## src/sv/obpd_pkg.sv

```systemverilog
// ----------------------------------------------------------------------------
// obpd_pkg: shared types and constants of the oriented box decoder
// Holds the register map, the job record passed from front to back and
// the divider sizing.
// ----------------------------------------------------------------------------
`default_nettype none
package obpd_pkg;

  // Register indexes on the configuration port.
  localparam logic [2:0] REG_LAYOUT = 3'd0;
  localparam logic [2:0] REG_CLASSES = 3'd1;
  localparam logic [2:0] REG_LIMIT = 3'd2;
  localparam logic [2:0] REG_MWIDTH = 3'd3;
  localparam logic [2:0] REG_MHEIGHT = 3'd4;

  // One bit per cycle over a 34-bit numerator magnitude.
  localparam int DIV_STEPS = 34;
  localparam int NUM_QUOTS = 8;

  // A kept row as handed to the back end.
  typedef struct packed {
    logic [7:0]         image;
    logic [6:0]         label;
    logic [30:0]        score;
    logic signed [31:0] cx;
    logic signed [31:0] cy;
    logic signed [31:0] w;
    logic signed [31:0] h;
    logic signed [31:0] angle;
    logic [12:0]        mw;
    logic [12:0]        mh;
  } job_t;

endpackage
`default_nettype wire

```

## src/sv/obpd_front.sv

```systemverilog
// ----------------------------------------------------------------------------
// obpd_front: row element intake and classification
// Tracks the place of each element in a row, keeps the geometry and the best
// class, and at row end pushes a job for every kept row.
// ----------------------------------------------------------------------------
`default_nettype none
module obpd_front #(
  parameter int MAX_CLASSES = 128,
  parameter int VALUE_BITS = 32
) (
  input  wire logic               clk,
  input  wire logic               rst_n,
  input  wire logic               in_valid,
  output logic                    in_stall,
  input  wire logic signed [31:0] in_field_value,
  input  wire logic [7:0]         in_batch_index,
  input  wire logic               layout_mode,
  input  wire logic [7:0]         class_count,
  input  wire logic [16:0]        score_limit,
  input  wire logic [12:0]        model_width,
  input  wire logic [12:0]        model_height,
  input  wire logic               q_full,
  output logic                    q_push,
  output obpd_pkg::job_t          q_job
);
  import obpd_pkg::*;

  localparam int SHIFT = 32 - VALUE_BITS;
  localparam logic [7:0] MAXC = 8'(MAX_CLASSES);

  logic [7:0]         pos_r, pos_nxt;
  logic signed [31:0] geo_r [4];
  logic signed [31:0] best_score_r, best_score_nxt;
  logic [7:0]         best_class_r, best_class_nxt;
  logic               found_r, found_nxt;

  logic signed [31:0] v_sh, v;
  logic [7:0]         n, last;
  logic               accept, row_end, kept, id_ok;
  logic [7:0]         id;

  // Only the low value bits of an element are used, sign-extended.
  always_comb begin
    v_sh = in_field_value <<< SHIFT;
    v = v_sh >>> SHIFT;
  end

  assign n = (class_count > MAXC) ? MAXC : class_count;
  assign last = layout_mode ? 8'd6 : 8'd4 + n;
  assign row_end = pos_r >= last;
  assign in_stall = q_full;
  assign accept = in_valid && !in_stall;

  // Class id truncated toward zero; values in (-1, 0) give class zero.
  always_comb begin
    id = 8'd0;
    id_ok = 1'b0;
    if (!v[31]) begin
      id = v[23:16];
      id_ok = ({16'd0, v[31:16]} < {24'd0, n});
    end else if (v[31:16] == 16'hFFFF && v[15:0] != 16'd0) begin
      id_ok = (n != 8'd0);
    end
  end

  // Running best score and class for the current row.
  always_comb begin
    best_score_nxt = (pos_r == 8'd0) ? 32'sd0 : best_score_r;
    best_class_nxt = (pos_r == 8'd0) ? 8'd0 : best_class_r;
    found_nxt = (pos_r == 8'd0) ? 1'b0 : found_r;
    pos_nxt = pos_r + 8'd1;
    if (row_end) begin
      pos_nxt = 8'd0;
    end else if (pos_r >= 8'd4) begin
      if (!layout_mode) begin
        if (v > best_score_nxt) begin
          best_score_nxt = v;
          best_class_nxt = pos_r - 8'd4;
          found_nxt = 1'b1;
        end
      end else if (pos_r == 8'd4) begin
        best_score_nxt = v;
      end else begin
        best_class_nxt = id;
        found_nxt = id_ok;
      end
    end
  end

  assign kept = found_r && (best_score_r >= $signed({15'd0, score_limit}));
  assign q_push = accept && row_end && kept;

  // Job record for a kept row.
  always_comb begin
    q_job.image = in_batch_index;
    q_job.label = best_class_r[6:0];
    q_job.score = best_score_r[30:0];
    q_job.cx = geo_r[0];
    q_job.cy = geo_r[1];
    q_job.w = geo_r[2];
    q_job.h = geo_r[3];
    q_job.angle = v;
    q_job.mw = (model_width == 13'd0) ? 13'd1 : model_width;
    q_job.mh = (model_height == 13'd0) ? 13'd1 : model_height;
  end

  always_ff @(posedge clk) begin
    if (!rst_n) begin
      pos_r <= 8'd0;
      best_score_r <= 32'sd0;
      best_class_r <= 8'd0;
      found_r <= 1'b0;
    end else if (accept) begin
      pos_r <= pos_nxt;
      best_score_r <= best_score_nxt;
      best_class_r <= best_class_nxt;
      found_r <= found_nxt;
    end
  end

  // Geometry elements sit in the first four places of a row.
  always_ff @(posedge clk) begin
    if (accept && pos_r < 8'd4) begin
      geo_r[pos_r[1:0]] <= v;
    end
  end

endmodule
`default_nettype wire

```

## src/sv/obpd_queue.sv

```systemverilog
// ----------------------------------------------------------------------------
// obpd_queue: two-entry job queue
// Decouples the element intake from the division back end.
// ----------------------------------------------------------------------------
`default_nettype none
module obpd_queue (
  input  wire logic           clk,
  input  wire logic           rst_n,
  input  wire logic           push,
  input  wire obpd_pkg::job_t push_job,
  output logic                full,
  input  wire logic           pop,
  output logic                not_empty,
  output obpd_pkg::job_t      head
);
  import obpd_pkg::*;

  job_t       mem_r [2];
  logic       wr_r, rd_r;
  logic [1:0] cnt_r;

  assign full = (cnt_r == 2'd2);
  assign not_empty = (cnt_r != 2'd0);
  assign head = mem_r[rd_r];

  always_ff @(posedge clk) begin
    if (push) begin
      mem_r[wr_r] <= push_job;
    end
  end

  // Pointers and fill count.
  always_ff @(posedge clk) begin
    if (!rst_n) begin
      wr_r <= 1'b0;
      rd_r <= 1'b0;
      cnt_r <= 2'd0;
    end else begin
      if (push) wr_r <= ~wr_r;
      if (pop) rd_r <= ~rd_r;
      cnt_r <= cnt_r + {1'b0, push} - {1'b0, pop};
    end
  end

endmodule
`default_nettype wire

```

## src/sv/obpd_back.sv

```systemverilog
// ----------------------------------------------------------------------------
// obpd_back: box scaling back end
// Works out the eight scaled box values of a job with one shared
// bit-serial divider, saturates them and holds the result beat.
// ----------------------------------------------------------------------------
`default_nettype none
module obpd_back #(
  parameter int VALUE_BITS = 32
) (
  input  wire logic               clk,
  input  wire logic               rst_n,
  input  wire logic               q_not_empty,
  input  wire obpd_pkg::job_t     q_head,
  output logic                    q_pop,
  output logic                    out_valid,
  input  wire logic               out_stall,
  output logic [7:0]              out_image_index,
  output logic [6:0]              out_label,
  output logic [30:0]             out_score,
  output logic signed [31:0]      out_centre_x,
  output logic signed [31:0]      out_centre_y,
  output logic signed [31:0]      out_box_width,
  output logic signed [31:0]      out_box_height,
  output logic signed [31:0]      out_rotation,
  output logic signed [31:0]      out_left,
  output logic signed [31:0]      out_top,
  output logic signed [31:0]      out_right,
  output logic signed [31:0]      out_bottom
);
  import obpd_pkg::*;

  localparam logic [1:0] ST_IDLE = 2'd0;
  localparam logic [1:0] ST_LOAD = 2'd1;
  localparam logic [1:0] ST_DIV = 2'd2;
  localparam logic [1:0] ST_OUT = 2'd3;

  localparam logic signed [34:0] SAT_HI = 35'sd2 ** (VALUE_BITS - 1) - 35'sd1;
  localparam logic signed [34:0] SAT_LO = -SAT_HI - 35'sd1;
  localparam logic [5:0] LAST_STEP = 6'(DIV_STEPS - 1);

  logic [1:0]         state_r;
  job_t               job_r;
  logic [2:0]         k_r;
  logic [5:0]         cnt_r;
  logic [33:0]        q_r;
  logic [13:0]        rem_r;
  logic [13:0]        den_r;
  logic               neg_r;
  logic signed [31:0] res_r [NUM_QUOTS];

  logic signed [33:0] cx, cy, w, h, num;
  logic [13:0]        den;
  logic [14:0]        rem_sh;
  logic               ge;
  logic [33:0]        q_fin;
  logic signed [34:0] sq, sat;

  // Numerator and divisor of quotient k.
  always_comb begin
    cx = 34'(job_r.cx);
    cy = 34'(job_r.cy);
    w = 34'(job_r.w);
    h = 34'(job_r.h);
    case (k_r)
      3'd0: num = cx;
      3'd1: num = cy;
      3'd2: num = w;
      3'd3: num = h;
      3'd4: num = (cx <<< 1) - w;
      3'd5: num = (cy <<< 1) - h;
      3'd6: num = (cx <<< 1) + w;
      default: num = (cy <<< 1) + h;
    endcase
    case (k_r)
      3'd0, 3'd2: den = {1'b0, job_r.mw};
      3'd1, 3'd3: den = {1'b0, job_r.mh};
      3'd4, 3'd6: den = {job_r.mw, 1'b0};
      default: den = {job_r.mh, 1'b0};
    endcase
  end

  // One restoring division step.
  assign rem_sh = {rem_r, q_r[33]};
  assign ge = rem_sh >= {1'b0, den_r};

  // The last step's quotient bit joins the quotient directly.
  assign q_fin = {q_r[32:0], ge};

  // Sign and saturation of the finished quotient.
  always_comb begin
    sq = neg_r ? -$signed({1'b0, q_fin}) : $signed({1'b0, q_fin});
    if (sq > SAT_HI) sat = SAT_HI;
    else if (sq < SAT_LO) sat = SAT_LO;
    else sat = sq;
  end

  assign q_pop = (state_r == ST_IDLE) && q_not_empty;
  assign out_valid = (state_r == ST_OUT);

  // Sequencer over the eight quotients.
  always_ff @(posedge clk) begin
    if (!rst_n) begin
      state_r <= ST_IDLE;
      k_r <= 3'd0;
      cnt_r <= 6'd0;
    end else begin
      unique case (state_r)
        ST_IDLE: begin
          if (q_not_empty) begin
            k_r <= 3'd0;
            state_r <= ST_LOAD;
          end
        end
        ST_LOAD: begin
          cnt_r <= 6'd0;
          state_r <= ST_DIV;
        end
        ST_DIV: begin
          if (cnt_r == LAST_STEP) begin
            k_r <= k_r + 3'd1;
            state_r <= (k_r == 3'(NUM_QUOTS - 1)) ? ST_OUT : ST_LOAD;
          end else begin
            cnt_r <= cnt_r + 6'd1;
          end
        end
        ST_OUT: begin
          if (!out_stall) state_r <= ST_IDLE;
        end
        default: state_r <= ST_IDLE;
      endcase
    end
  end

  // Datapath registers.
  always_ff @(posedge clk) begin
    if (q_pop) job_r <= q_head;
    if (state_r == ST_LOAD) begin
      q_r <= num[33] ? 34'(-num) : 34'(num);
      neg_r <= num[33];
      den_r <= den;
      rem_r <= 14'd0;
    end else if (state_r == ST_DIV) begin
      if (cnt_r == LAST_STEP) begin
        res_r[k_r] <= sat[31:0];
      end else begin
        rem_r <= ge ? 14'(rem_sh - {1'b0, den_r}) : rem_sh[13:0];
        q_r <= {q_r[32:0], ge};
      end
    end
  end

  // Result fields come straight from the job and the quotient registers.
  assign out_image_index = job_r.image;
  assign out_label = job_r.label;
  assign out_score = job_r.score;
  assign out_rotation = job_r.angle;
  assign out_centre_x = res_r[0];
  assign out_centre_y = res_r[1];
  assign out_box_width = res_r[2];
  assign out_box_height = res_r[3];
  assign out_left = res_r[4];
  assign out_top = res_r[5];
  assign out_right = res_r[6];
  assign out_bottom = res_r[7];

  // A job is only taken from a queue that holds one.
  a_pop_nonempty: assert property (@(posedge clk) disable iff (!rst_n)
    q_pop |-> q_not_empty)
    else $error("pop from empty job queue");

  // A stalled result beat stays on the port.
  a_out_hold: assert property (@(posedge clk) disable iff (!rst_n)
    (out_valid && out_stall) |=> out_valid)
    else $error("result beat dropped while stalled");

  // The step counter never runs past the numerator width.
  a_step_bound: assert property (@(posedge clk) disable iff (!rst_n)
    (state_r == ST_DIV) |-> (cnt_r <= LAST_STEP))
    else $error("divider step counter out of range");

endmodule
`default_nettype wire

```

## src/sv/oriented_box_prediction_decoder.sv

```systemverilog
// ----------------------------------------------------------------------------
// oriented_box_prediction_decoder: oriented box prediction decoder
// Decodes prediction rows streamed one Q16.16 element per beat into scaled
// oriented boxes.
// ----------------------------------------------------------------------------
// Usage:
//   The input channel takes one row element per beat (in_valid / in_stall);
//   in mode 0 a row is cx, cy, w, h, one score per class, angle, and in
//   mode 1 it is cx, cy, w, h, score, class id, angle.
//   Elements are taken one per cycle unless stalled. At the last element of a
//   kept row a job enters a two-entry queue; a dropped row gives no beat.
//   The back end works the eight scaled values in turn with one bit-serial
//   divider, a load state and then the division steps for each, and takes
//   a new job only after the result beat has gone. Elements go in one per
//   cycle while the queue has room, and in_stall rises when it is full.
//   A result beat holds on the out_ ports while out_stall is high, and the
//   front keeps taking elements meanwhile until the queue is full.
//   Reset empties the queue, clears the row position and loads the register
//   defaults (mode 0, 80 classes, limit 0.25, 1024 x 1024). Registers must be
//   written over the APB-style port while the block is idle (not enforced).
// ----------------------------------------------------------------------------
`default_nettype none
module oriented_box_prediction_decoder #(
  parameter int MAX_CLASSES = 128,
  parameter int VALUE_BITS = 32
) (
  input  wire logic               clk,
  input  wire logic               rst_n,
  input  wire logic               in_valid,
  output logic                    in_stall,
  input  wire logic signed [31:0] in_field_value,
  input  wire logic [7:0]         in_batch_index,
  output logic                    out_valid,
  input  wire logic               out_stall,
  output logic [7:0]              out_image_index,
  output logic [6:0]              out_label,
  output logic [30:0]             out_score,
  output logic signed [31:0]      out_centre_x,
  output logic signed [31:0]      out_centre_y,
  output logic signed [31:0]      out_box_width,
  output logic signed [31:0]      out_box_height,
  output logic signed [31:0]      out_rotation,
  output logic signed [31:0]      out_left,
  output logic signed [31:0]      out_top,
  output logic signed [31:0]      out_right,
  output logic signed [31:0]      out_bottom,
  input  wire logic               psel,
  input  wire logic               penable,
  input  wire logic               pwrite,
  input  wire logic [4:0]         paddr,
  input  wire logic [31:0]        pwdata,
  output logic [31:0]             prdata,
  output logic                    pready
);
  import obpd_pkg::*;

  logic        layout_mode_r;
  logic [7:0]  class_count_r;
  logic [16:0] score_limit_r;
  logic [12:0] model_width_r;
  logic [12:0] model_height_r;

  logic        q_full, q_push, q_pop, q_not_empty;
  job_t        q_job, q_head;
  logic        cfg_wr;

  assign pready = 1'b1;
  assign cfg_wr = psel && penable && pwrite;

  // Configuration registers.
  always_ff @(posedge clk) begin
    if (!rst_n) begin
      layout_mode_r <= 1'b0;
      class_count_r <= 8'd80;
      score_limit_r <= 17'd16384;
      model_width_r <= 13'd1024;
      model_height_r <= 13'd1024;
    end else if (cfg_wr) begin
      unique case (paddr[4:2])
        REG_LAYOUT: layout_mode_r <= pwdata[0];
        REG_CLASSES: class_count_r <= pwdata[7:0];
        REG_LIMIT: score_limit_r <= pwdata[16:0];
        REG_MWIDTH: model_width_r <= pwdata[12:0];
        REG_MHEIGHT: model_height_r <= pwdata[12:0];
        default: ;
      endcase
    end
  end

  // Register read-back.
  always_comb begin
    unique case (paddr[4:2])
      REG_LAYOUT: prdata = {31'd0, layout_mode_r};
      REG_CLASSES: prdata = {24'd0, class_count_r};
      REG_LIMIT: prdata = {15'd0, score_limit_r};
      REG_MWIDTH: prdata = {19'd0, model_width_r};
      REG_MHEIGHT: prdata = {19'd0, model_height_r};
      default: prdata = 32'd0;
    endcase
  end

  obpd_front #(
    .MAX_CLASSES(MAX_CLASSES),
    .VALUE_BITS(VALUE_BITS)
  ) u_front (
    .clk(clk),
    .rst_n(rst_n),
    .in_valid(in_valid),
    .in_stall(in_stall),
    .in_field_value(in_field_value),
    .in_batch_index(in_batch_index),
    .layout_mode(layout_mode_r),
    .class_count(class_count_r),
    .score_limit(score_limit_r),
    .model_width(model_width_r),
    .model_height(model_height_r),
    .q_full(q_full),
    .q_push(q_push),
    .q_job(q_job)
  );

  obpd_queue u_queue (
    .clk(clk),
    .rst_n(rst_n),
    .push(q_push),
    .push_job(q_job),
    .full(q_full),
    .pop(q_pop),
    .not_empty(q_not_empty),
    .head(q_head)
  );

  obpd_back #(
    .VALUE_BITS(VALUE_BITS)
  ) u_back (
    .clk(clk),
    .rst_n(rst_n),
    .q_not_empty(q_not_empty),
    .q_head(q_head),
    .q_pop(q_pop),
    .out_valid(out_valid),
    .out_stall(out_stall),
    .out_image_index(out_image_index),
    .out_label(out_label),
    .out_score(out_score),
    .out_centre_x(out_centre_x),
    .out_centre_y(out_centre_y),
    .out_box_width(out_box_width),
    .out_box_height(out_box_height),
    .out_rotation(out_rotation),
    .out_left(out_left),
    .out_top(out_top),
    .out_right(out_right),
    .out_bottom(out_bottom)
  );

endmodule
`default_nettype wire
```

## config.mk

```make
export PLATFORM = sky130hd
export DESIGN_NAME = oriented_box_prediction_decoder
export DESIGN_NICKNAME = d
export VERILOG_FILES = /design/src/sv/obpd_pkg.sv /design/src/sv/obpd_front.sv /design/src/sv/obpd_queue.sv /design/src/sv/obpd_back.sv /design/src/sv/oriented_box_prediction_decoder.sv
export SDC_FILE = /design/constraint.sdc
export NUM_CORES = 2
export LEC_CHECK = 0
export ABC_CLOCK_PERIOD_IN_PS = 28500
export BUFFER_PORTS_ARGS = -buffer_cell sky130_fd_sc_hd__buf_2
export CORE_ASPECT_RATIO = 0.75
export CORE_MARGIN = 1.5
export CORE_UTILIZATION = 25
export DETAILED_ROUTE_END_ITERATION = 8
export GPL_ROUTABILITY_DRIVEN = 0
export PLACE_DENSITY = 0.46
export SLEW_MARGIN = 5
export SYNTH_ARGS = -nofsm -noshare
export SYNTH_HDL_FRONTEND = slang
export SYNTH_SLANG_ARGS = --single-unit
```

## constraint.sdc

```tcl
create_clock -name clk -period 28.5 [get_ports clk]
set_clock_uncertainty 0.2 [all_clocks]
set_input_delay 5.7 -clock clk [delete_from_list [all_inputs] [get_ports clk]]
set_output_delay 5.7 -clock clk [all_outputs]
set_load 0.02 [all_outputs]
```

==> reports/qor.json <==
{
  "timing.critical_path.required": {"value": 22.60, "unit": "ns"},
  "max_root_sink_buffers": {"value": 4},
  "internal_power": {"value": 4.09, "unit": "mW"},
  "share_comb_of_total_power": {"value": 34.6, "unit": "%"},
  "report.final.slew_viol_count": {"value": 0},
  "flow.area_growth_from_synthesis": {"value": 15.9, "unit": "%"},
  "grt_max_degree": {"value": 147},
  "unrepaired_setup_endpoints_after_global_routing": {"value": "false"},
  "final_core_util": {"value": 29.2, "unit": "%"},
  "route.detailed.vias_per_inst": {"value": 4.76},
  "detail_route.first_pass.iterations": {"value": 6},
  "grt_pass1_vias": {"value": 36300},
  "drive_gt1_share": {"value": 20.5, "unit": "%"},
  "cts-root-buf": {"value": "sky130_fd_sc_hd__clkbuf_16"},
  "core_area": {"value": 230000, "unit": "sq um"},
  "r2r_slack": {"value": 22.07, "unit": "ns"},
  "worst-slew-pin-transition": {"value": 1.32, "unit": "ns"},
  "boundaryPins": {"value": 453},
  "grt_pass1_wl": {"value": 251, "unit": "mm"},
  "starting_density_of_the_core": {"value": 25.2, "unit": "%"},
  "power.net_switching": {"value": 2.47, "unit": "mW"},
  "synth_seq_area_share": {"value": 62.9, "unit": "%"},
  "cp-end-kind": {"value": "output port"},
  "ir_worst_vdd": {"value": 45.6, "unit": "uV"},
  "post_synth_top_flop": {"value": "sky130_fd_sc_hd__edfxtp_1"},
  "dp_worst_setup_slack": {"value": 15.37, "unit": "ns"},
  "final.period_utilization": {"value": 46.3, "unit": "%"},
  "die-area": {"value": 235000, "unit": "sq um"},
  "core.rowCount": {"value": 152},
  "globalRouteOverflowTotal": {"value": 0},
  "tns": {"value": 0, "unit": "ns"},
  "worstSetupPathType": {"value": "in2out"},
  "max-slew-margin-rel": {"value": 11.4, "unit": "%"},
  "yosysWarnings": {"value": 0},
  "die_span_y": {"value": 420, "unit": "um"},
  "post-route-min-period": {"value": 13.20, "unit": "ns"},
  "detailroute.via_count": {"value": 37700},
  "clock_tree.htree_level_count": {"value": 4},
  "placed_cell_count": {"value": 7680},
  "cts.repair.resized": {"value": 0},
  "timing.final.ws_setup": {"value": 15.30, "unit": "ns"},
  "drtAntennaViolNets": {"value": 0},
  "ys_async_sr_fraction": {"value": 0, "unit": "%"},
  "worst_ep_arrival_time": {"value": 7.30, "unit": "ns"},
  "final-hold-violation-count": {"value": 0},
  "kind_of_start_point_of_the_critical_path": {"value": "input pin"},
  "port-buffer-count": {"value": 419},
  "crit_path_max_fanout": {"value": 16},
  "tritoncts": {"value": "yes"},
  "switching_share": {"value": 37.7, "unit": "%"},
  "drt_wl_total": {"value": 174, "unit": "mm"},
  "fmax": {"value": 0.0757, "unit": "GHz"},
  "fin_nets": {"value": 5062},
  "post_synth_instance_area": {"value": 58000, "unit": "sq um"},
  "grt_use_total": {"value": 14.2, "unit": "%"},
  "clk_pin_slew_worst_paths": {"value": 0.06, "unit": "ns"},
  "antenna_found_initial": {"value": 11},
  "clock_insertion_delay_worst_skew": {"value": 0.81, "unit": "ns"},
  "seq_power_share": {"value": 39.7, "unit": "%"},
  "holdBufCountCts": {"value": 0},
  "synth-seq-cells": {"value": 1258},
  "synth_enable_flop_cells": {"value": 1129},
  "die_w": {"value": 559, "unit": "um"},
  "syn-instance-count": {"value": 4418},
  "worst_hold_path_type": {"value": "reg2reg"},
  "final_cells": {"value": 7918},
  "cts_sinks": {"value": 1258},
  "hpwl_after_detailed_placement": {"value": 121, "unit": "mm"},
  "power_frac_clock": {"value": 25.7, "unit": "%"},
  "final-setup-viol-count": {"value": 0},
  "finalInstanceArea": {"value": 67200, "unit": "sq um"},
  "wl_per_cell": {"value": 22.0, "unit": "um"},
  "post_dp_cell_area": {"value": 63000, "unit": "sq um"},
  "drt_first_iter_violations": {"value": 3810},
  "ys_types": {"value": 99},
  "cts-buffers-inserted": {"value": 139},
  "post_synth.cell_area_avg": {"value": 13.1, "unit": "sq um"},
  "drcViolationCount": {"value": 0},
  "post-cts-setup-buffers": {"value": 0},
  "power_density": {"value": 97.7, "unit": "nW/um^2"},
  "maxCapViolCount": {"value": 0},
  "power.leakage": {"value": 23.3, "unit": "nW"},
  "run_status": {"value": "completed"}
}
==> cells in the mapped netlist, types with 35 or more instances <==
master                     number  area share, %
sky130_fd_sc_hd__ha_1         232            5.0
sky130_fd_sc_hd__nor2_1       255            1.7
sky130_fd_sc_hd__edfxtp_1    1129             58
sky130_fd_sc_hd__mux2i_1       50           0.86
sky130_fd_sc_hd__dfxtp_1      129            4.5
sky130_fd_sc_hd__inv_1        203            1.3
sky130_fd_sc_hd__xor2_1        55           0.83
sky130_fd_sc_hd__nor3_1        90           0.78
sky130_fd_sc_hd__a22o_1        35           0.53
sky130_fd_sc_hd__nor2b_1       42           0.45
sky130_fd_sc_hd__a21o_1        56           0.73
sky130_fd_sc_hd__nand3_1       76           0.66
sky130_fd_sc_hd__a211oi_1      47           0.61
sky130_fd_sc_hd__o21ai_0      129            1.1
sky130_fd_sc_hd__nand2_1      296            1.9
sky130_fd_sc_hd__xnor2_1       68            1.0
sky130_fd_sc_hd__mux2_2       258            5.0
sky130_fd_sc_hd__a31oi_1       36           0.39
sky130_fd_sc_hd__nand4_1       62           0.67
sky130_fd_sc_hd__buf_4        108            1.4
sky130_fd_sc_hd__nor4_1        49           0.53
sky130_fd_sc_hd__a21oi_1      265            2.3
sky130_fd_sc_hd__clkbuf_1     166            1.1
==> sequential cells by signal (all words and copies together), names as in the netlist, 8 cells and up <==
name	flops
model_height_r	13
u_front.best_score_r	32
class_count_r	8
u_back.h	32
u_back.cx	32
u_back.job_r	58
u_back.out_rotation	32
score_limit_r	17
u_front.pos_r	8
u_back.q_r	34
u_back.out_score	31
model_width_r	13
u_front.geo_r	128
u_back.cy	32
u_back.res_r	256
u_back.den_r	14
u_back.rem_r	14
u_back.out_image_index	8
u_queue.mem_r	464
==> logic make-up (layout without fill, tap and decap cells) <==
family	Yosys count	after routing	share of synthesized area [%]
compound gates	927	927	10.9
xor+xnor	123	123	1.86
fa+ha+maj	237	237	5.18
buf+inv	518	922	4.10
flops	1258	1258	62.9
mux	320	320	6.32
other cells	2	18	0.0130
simple gates	1033	1033	8.66
==> stage by stage <==
stage | power, mW | hold slack, ns
5_1_grt | 6.91 | 0.247
3_3_place_gp | 4.87 | 0.222
2_1_floorplan | 4.20 | 0.221
3_5_place_dp | 4.88 | 0.229
4_1_cts | 6.59 | 0.227
6_report | 6.56 | 0.231
==> cell type report <==
| class | instances | area, sq um |
|---|---|---|
| repair buffers | 479 | 2570 |
| fillers | 23500 | 163000 |
| multi-input cells | 2656 | 19300 |
| clock buffers | 171 | 3650 |
| inverters | 207 | 777 |
| diodes | 2 | 5.00 |
| well taps | 3080 | 3850 |
| flip-flops and latches | 1258 | 36500 |
| clock inverters | 65 | 499 |
==> placed cells by master, fill, tap and decap left out, types with 34 or more instances in the layout <==
| master | instances |
|---|---|
| sky130_fd_sc_hd__dfxtp_1 | 127 |
| sky130_fd_sc_hd__nand3_1 | 76 |
| sky130_fd_sc_hd__nor2b_1 | 40 |
| sky130_fd_sc_hd__a21o_1 | 56 |
| sky130_fd_sc_hd__a211oi_1 | 47 |
| sky130_fd_sc_hd__edfxtp_1 | 1129 |
| sky130_fd_sc_hd__o21ai_0 | 129 |
| sky130_fd_sc_hd__inv_1 | 202 |
| sky130_fd_sc_hd__nor3_1 | 86 |
| sky130_fd_sc_hd__mux2i_1 | 50 |
| sky130_fd_sc_hd__nor2_1 | 248 |
| sky130_fd_sc_hd__buf_2 | 419 |
| sky130_fd_sc_hd__nor4_1 | 47 |
| sky130_fd_sc_hd__mux2_2 | 258 |
| sky130_fd_sc_hd__nand2_1 | 296 |
| sky130_fd_sc_hd__a22o_1 | 35 |
| sky130_fd_sc_hd__xnor2_1 | 68 |
| sky130_fd_sc_hd__a21oi_1 | 265 |
| sky130_fd_sc_hd__buf_4 | 58 |
| sky130_fd_sc_hd__xor2_1 | 55 |
| sky130_fd_sc_hd__nand4_1 | 62 |
| sky130_fd_sc_hd__ha_1 | 231 |
| sky130_fd_sc_hd__a31oi_1 | 34 |
| sky130_fd_sc_hd__clkbuf_16 | 141 |
==> critical path: stages <==
cell and delay [ns]:
sky130_fd_sc_hd__buf_2 0.36, sky130_fd_sc_hd__clkinv_1 0.39, sky130_fd_sc_hd__nor2_1 0.18, sky130_fd_sc_hd__a21oi_1 0.06, sky130_fd_sc_hd__o21ai_0 0.37, sky130_fd_sc_hd__buf_2 0.25
==> layer usage <==
layer  track usage, %  wire [um]
met1             21.2      84800
met2             20.9      73900
met3             2.71      11000
met4             3.62       4130
met5                0         38
==> worst paths after layout <==
path                              from  cells past startpoint                    end
hold / removal    u_front.geo_r[0][27]                      0  u_queue.mem_r[0][181]
setup / recovery              paddr[2]                      6              prdata[6]
setup reg to reg         u_back.k_r[2]                     16         u_back.q_r[33]
hold reg to reg   u_front.geo_r[0][27]                      0  u_queue.mem_r[0][181]
==> power by group through the flow <==
stage	Sequential [mW]	Clock, mW	Combinational (mW)
after detailed placement	2.64	0	2.24
after global routing	2.63	1.81	2.48
after global placement	2.63	0	2.24
final	2.61	1.69	2.27
after floorplan	2.57	0	1.63
after CTS	2.60	1.74	2.25
Power figures use the tool's default switching activity.
